==> src/rtl/sra_pkg.sv <==
// Shared types and constants for the strided range alias check.
// No dependencies; used by every other file of the block.
package sra_pkg;

    localparam int ADDR_WIDTH = 32;
    localparam int WIDE_W     = 64;
    localparam int COUNT_W    = 33;
    localparam int MUL_W      = ADDR_WIDTH + 3;
    localparam int STEP_W     = $clog2(WIDE_W + 1);

    typedef struct packed {
        logic              start;
        logic [WIDE_W-1:0] dividend;
        logic [WIDE_W-1:0] divisor;
    } div_req_t;

    typedef struct packed {
        logic              busy;
        logic              done;
        logic [WIDE_W-1:0] quot;
        logic [WIDE_W-1:0] rem;
    } div_rsp_t;

    typedef enum logic [15:0] {
        ST_IDLE    = 16'h0001,
        ST_CHECK   = 16'h0002,
        ST_DLT_DIV = 16'h0004,
        ST_EU_DIV  = 16'h0008,
        ST_EU_MUL  = 16'h0010,
        ST_EU_UPD  = 16'h0020,
        ST_GD_DIV  = 16'h0040,
        ST_M_DIV   = 16'h0080,
        ST_LCM_MUL = 16'h0100,
        ST_Y_DIV   = 16'h0200,
        ST_P_MUL   = 16'h0400,
        ST_R_DIV   = 16'h0800,
        ST_OFF_MUL = 16'h1000,
        ST_CNT_CHK = 16'h2000,
        ST_CNT_DIV = 16'h4000,
        ST_FINISH  = 16'h8000
    } state_t;

endpackage

==> src/rtl/sra_div.sv <==
// Iterative restoring divider, one quotient bit per cycle.
// Depends on sra_pkg for the request and response structs.
module sra_div (
    input  logic              clk,
    input  logic              rst_n,
    input  sra_pkg::div_req_t req,
    output sra_pkg::div_rsp_t rsp
);
    logic                              busy_reg, busy_next;
    logic                              done_reg, done_next;
    logic [sra_pkg::STEP_W-1:0]        step_reg, step_next;
    logic [sra_pkg::WIDE_W-1:0]        quo_reg, quo_next;
    logic [sra_pkg::WIDE_W-1:0]        rem_reg, rem_next;
    logic [sra_pkg::WIDE_W-1:0]        dvs_reg, dvs_next;
    logic [sra_pkg::WIDE_W:0]          trial;
    logic                              ge;

    assign trial = {rem_reg, quo_reg[sra_pkg::WIDE_W-1]};
    assign ge    = trial >= {1'b0, dvs_reg};

    always_comb
    begin
        busy_next = busy_reg;
        done_next = 1'b0;
        step_next = step_reg;
        quo_next  = quo_reg;
        rem_next  = rem_reg;
        dvs_next  = dvs_reg;
        if (req.start)
        begin
            busy_next = 1'b1;
            step_next = '0;
            quo_next  = req.dividend;
            rem_next  = '0;
            dvs_next  = req.divisor;
        end
        else if (busy_reg)
        begin
            quo_next  = {quo_reg[sra_pkg::WIDE_W-2:0], ge};
            rem_next  = ge ? (trial[sra_pkg::WIDE_W-1:0] - dvs_reg)
                           : trial[sra_pkg::WIDE_W-1:0];
            step_next = step_reg + 1'b1;
            if (step_reg == sra_pkg::STEP_W'(sra_pkg::WIDE_W - 1))
            begin
                busy_next = 1'b0;
                done_next = 1'b1;
            end
        end
    end

    always_ff @(posedge clk or negedge rst_n)
    begin
        if (!rst_n)
        begin
            busy_reg <= 1'b0;
            done_reg <= 1'b0;
            step_reg <= '0;
        end
        else
        begin
            busy_reg <= busy_next;
            done_reg <= done_next;
            step_reg <= step_next;
        end
    end

    always_ff @(posedge clk)
    begin
        quo_reg <= quo_next;
        rem_reg <= rem_next;
        dvs_reg <= dvs_next;
    end

    assign rsp.busy = busy_reg;
    assign rsp.done = done_reg;
    assign rsp.quot = quo_reg;
    assign rsp.rem  = rem_reg;
endmodule

==> config.mk <==
export PLATFORM = sky130hd
export DESIGN_NAME = sra_div
export DESIGN_NICKNAME = d
export VERILOG_FILES = /design/src/rtl/sra_pkg.sv /design/src/rtl/sra_div.sv
export SDC_FILE = /design/constraint.sdc
export NUM_CORES = 1
export LEC_CHECK = 0
export BUFFER_PORTS_ARGS = -buffer_cell sky130_fd_sc_hd__buf_2
export CORE_AREA = 2 2 158 160
export CTS_CLUSTER_DIAMETER = 100
export DETAILED_ROUTE_END_ITERATION = 16
export DIE_AREA = 0 0 160 162
export PLACE_DENSITY = 0.82
export SYNTH_ARGS = -nofsm -noshare
export SYNTH_HDL_FRONTEND = slang
export SYNTH_SLANG_ARGS = --single-unit
export TNS_END_PERCENT = 5
==> constraint.sdc <==
create_clock -name clk -period 3.7 [get_ports clk]
set_input_delay 0.74 -clock clk [delete_from_list [all_inputs] [get_ports clk]]
set_output_delay 0.74 -clock clk [all_outputs]
set_load 0.005 [all_outputs]
======== Word-level counts from Yosys, hierarchy flattened ========
Cells that the tools add are included.
cells by class
  muxes and demuxes ....................... 11
  reduce and logical (&&, ||, !) cells .... 1
  $add $sub $neg .......................... 2
  order comparisons ....................... 1
  equal/unequal tests ..................... 1
operators by type and width
  kind                                                  count
  two-way mux 64 bit                                    3
  greater-or-equal comparator 65 x 64 -> 1 bit          1
  subtractor 64 bit                                     1
  two-way mux 7 bit                                     2
  adder 7 x 1 -> 7 bit (second input constant)          1
  equality test 7 x 6 -> 1 bit (second input constant)  1
  two-way mux 1 bit                                     6
  nonzero test 2 bit                                    1
storage, ports and cells
  logic and storage cells ................. 22
  output and inout port bits .............. 130
  bits in registers ....................... 201

======== Longest topological paths before layout ========
  word-level depth ........................ 4
  gate-level depth with buffers ........... 15
  depth with buffers taken out ............ 13

======== Worst setup path before layout ========
OpenSTA, ideal clock, no wires.
  kind .................................... register -> register
  start ................................... reg quo_reg[63] (netlist name)
  end ..................................... reg rem_reg[58] (netlist name)
  period minus slack after synthesis ...... 3.254 ns
  arrival ................................. 3.163 ns
  path slack .............................. 0.446 ns
  stages on the path, launching flop included .. 14
  required time ........................... 3.609 ns
  path through ............................ edfxtp_1 inv_1 ha_1 fa_1 nand2b_1 a21oi_2 o21ai_1 o21ai_2 a221oi_2 o41ai_4 a31o_2 a2111oi_0 or4b_1 a311oi_1
between the ends
  word-level cells in the longest chain between the ends .. 2
  elaborated cells between the ends (all ways) .. 3
  those cells by class .................... add/sub: 1; order compare: 1; mux: 1
RTL lines
  element                                                                            line                          RTL
  start: declaration                                                                 sra_div.sv:12                 logic [sra_pkg::WIDE_W-1:0] quo_reg, quo_next;
  start signal: assignment                                                           sra_div.sv:69                 quo_reg <= quo_next;
  subtractor 64 bit or greater-or-equal comparator 65 x 64 -> 1 bit (tied branches)  sra_div.sv:40, sra_div.sv:19
  two-way mux 64 bit *                                                               sra_div.sv:40                 rem_next = ge ? (trial[sra_pkg::WIDE_W-1:0] - dvs_reg)
  end signal: assignment                                                             sra_div.sv:70                 rem_reg <= rem_next;
  end: declaration                                                                   sra_div.sv:13                 logic [sra_pkg::WIDE_W-1:0] rem_reg, rem_next;
Every way passes the cells marked *; elsewhere a longest branch is shown, timed or not.
A chain may end at the register's enable or synchronous reset.

======== Worst setup path in the final report ========
  start ................................... reg dvs_reg[42] (netlist name)
  end ..................................... reg rem_reg[41] (netlist name)
between the ends
  word-level cells in the longest chain between the ends .. 2
RTL lines
  element                                       line           RTL
  start: declaration                            sra_div.sv:14  logic [sra_pkg::WIDE_W-1:0] dvs_reg, dvs_next;
  start signal: assignment                      sra_div.sv:71  dvs_reg <= dvs_next;
  greater-or-equal comparator 65 x 64 -> 1 bit  sra_div.sv:19  assign ge = trial >= {1'b0, dvs_reg};
  two-way mux 64 bit                            sra_div.sv:40
Every way passes these cells.

==> results by group <==
Worst setup path
  – CP max stage delay: 0.53 ns
  – Crit-path cells: inv_1 > ha_1 > nand4_1 > or4_1 > nor4_1 > a311oi_2 > a21oi_2 > o31ai_4 > buf_4 > or3b_1 > a311oi_1
  – CP Data Arrival Time: 3.94 ns
  – Max FO, Critical Path: 8
  – Worst path bufs/invs: 2
  – Critical path class: reg2reg
  – CP Capture Type: flip-flop
  – Slowest-stage cell, CP: or4_1
  – Worst path required time: 4.13 ns
  – Critical path startpoint category: flip-flop
  – Delay-heaviest family, CP: simple AND/OR/NAND/NOR gates

Placed design
  – GP Congestion: 0.946
  – Post-detail-place hpwl: 24400 µm
  – Port bufs: 260

Synthesis
  – Mean post-synth cell area: 9.56 µm²
  – Yosys cell types: 71
  – Number of synthesized flops with an enable pin: 128
  – Syn. warnings: 0
  – Cell area after synthesis: 12000 µm²
  – Synth Flop Type: edfxtp_1
  – Post-Syn Instances: 1254
  – Fraction of registers with async set/reset: 4.48%
  – Flops & latches, synth: 201
  – Syn_nets: 1451
  – Register area share after synthesis: 44.6%

STA
  – Final setup TNS: 0 ns
  – Slew Limit Fails: 0
  – # setup viols final: 0
  – RSZ-0062 raised after global routing: false
  – Final Hold Vio Count: 0
  – Period utilization: 94.6%
  – Max Fclk: 0.286 GHz
  – Clock period minus worst slack: 3.50 ns
  – Worst slew pin tran: 0.792 ns
  – Rel. slew slack: 47.0%
  – Layout Skew: 0.0148 ns

Detailed routing
  – Remaining DRCs: 0
  – Routed Antenna Nets: 0
  – Post-DR vias/cell: 5.68
  – Vias: 10500
  – DRT Pass-1 Iters: 4
  – Drt first-iter violations: 731
  – Drt wl/cell: 17.9 µm
  – Post-Route WL: 32900 µm

Flow run
  – Max-Cap Viols: 0

Global routing
  – First-pass GRT wire length: 51200 µm
  – Vias in the first global route: 10000
  – All-layer global routing usage: 24.2%
  – GRT overflow: 0
  – Initial antenna violation count: 2
  – Largest net degree at the start of global routing: 72

Clock network
  – Clk Latency, worst-skew pair: 0.53 ns
  – Clock tree sinks: 201
  – H-tree depth: 1
  – CTS root buf: clkbuf_16
  – CTS clk-pin slew, worst paths: 0.06 ns
  – CTS max path bufs: 3
  – TritonCTS buffer count: 24
  – CTS tree: built
  – Hold Buf Count CTS: 0

Floorplan
  – Die W: 160 µm
  – # rows: 57
  – Io pins: 261
  – Initial Utilization: 49.8%
  – Full die area: 25900 µm²
  – Core area: 24100 µm²
  – DIE HEIGHT: 162 µm

Layout
  – Multi-input gate area: 6030 µm²
  – Nets@finish: 1693
  – Register area: 5350 µm²
  – Commonest non-fill, non-tap cells in the layout: buf_2 (259), nor2_1 (149), edfxtp_1 (128)
  – Fraction of layout cells with a size suffix above 1: 26.8%
  – Commonest non-fill, non-tap cell in the layout: buf_2
  – Fin util: 60.3%
  – Fillcell total: 2089
  – Area Overhead vs Synth: 21.1%

Min path
  – Tightest Hold Check Type: in2async

Run status
  – Status: complete, no violations

Power
  – Lkg Pwr: 0.00650 µW
  – Worst vdd ir: 441 µV
  – PwrDens: 393 nW/µm²
[power breakdown]
group / internal [µW] / switching, µW / leakage (µW)
Sequential: 2540 / 66.0 / 0.00194
Clock: 1480 / 961 / 0.000391
Combinational: 296 / 359 / 0.00417
Total: 4320 / 1390 / 0.00650
[worst reg2reg max path: stages (launching register included)]
cell,delay (ns)
edfxtp_1,0.32
inv_1,0.05
ha_1,0.45
nand4_1,0.27
or4_1,0.54
nor4_1,0.40
a311oi_2,0.13
a21oi_2,0.24
o31ai_4,0.15
buf_4,0.21
or3b_1,0.39
a311oi_1,0.27
[cell families (layout without fill, tap and decap cells)]
kind of cell | after synthesis | in the layout | share of synthesized area, %
AO/OA/AOI/OAI | 340 | 340 | 17.9
other | 0 | 3 | 0
buffers and inverters | 160 | 420 | 5.37
flip-flops | 201 | 201 | 44.6
AND/OR/NAND/NOR | 344 | 344 | 13.2
adder cells (fa/ha/maj) | 66 | 66 | 6.95
multiplexers | 82 | 82 | 7.50
XOR/XNOR | 61 | 61 | 4.45
[cell type report]
type / count / share of cell area (%)
clock buffer: 29 / 4.55
sequential: 201 / 36.9
inverter: 90 / 2.33
timing repair buffer: 286 / 10.8
tap: 324 / 2.79
multi-input combinational: 893 / 41.5
clock inverter: 15 / 1.10
antenna: 3 / 0.0517
[metal layers]
layer	GRT usage, %	up-vias	share of wire, %
li1	-	5055	-
met1	32.6	4975	43
met2	39.8	370	48
met3	3.75	64	6.3
met4	9.30	0	3.1
met5	0	-	0
[path summary, 6_finish.rpt]
| kind | start | end | slack (ns) | cells after the start |
|---|---|---|---|---|
| min reg2reg | rem_reg[7] | rem_reg[7] | 0.49 | 2 |
| min | rst_n | step_reg[6] | 0.06 | 1 |
| max reg2reg | dvs_reg[42] | rem_reg[41] | 0.20 | 11 |
| max in group asynchronous | rst_n | busy_reg | 3.44 | 1 |
| max | dvs_reg[42] | rem_reg[41] | 0.20 | 11 |
| min in group clk | req[32] | dvs_reg[32] | 0.39 | 1 |
[through the flow]
step | worst slack [ns] | hold WS (ns) | instance area, µm² | std cells | power [µW]
2_1_floorplan | 0.446 | 0.444 | 12000 | 1254 | 3020
3_3_place_gp | 0.188 | 0.481 | 13600 | 1792 | 3280
3_5_place_dp | 0.0247 | 0.490 | 13600 | 1792 | 3300
4_1_cts | 0.0896 | 0.0463 | 14500 | 1838 | 5750
6_report | 0.198 | 0.0603 | 14500 | 1841 | 5700
5_1_grt | 0.0221 | 0.0612 | 14500 | 1840 | 5910
[Yosys cell counts (all sizes together) (26+ instances only)]
library cell,n,area share [%]
nor2,149,4.7
a21oi,128,5.4
edfxtp,128,32
inv,90,2.8
nand2,77,2.4
ha,65,6.8
dfxtp,64,11
mux2,63,5.9
o21ai,63,2.7
a211oi,53,3.3
clkbuf,46,1.4
xnor2,35,2.6
xor2,26,1.9
[repair_timing]
action | 4_1_cts | 5_1_grt
setup endpoints to repair | 3 | 7
gates cloned | 0 | 0
gates resized for setup | 0 | 4
pin swaps | 1 | 1
buffers inserted | 2 | 0
Note: power is estimated with default switching activity, not from simulation.
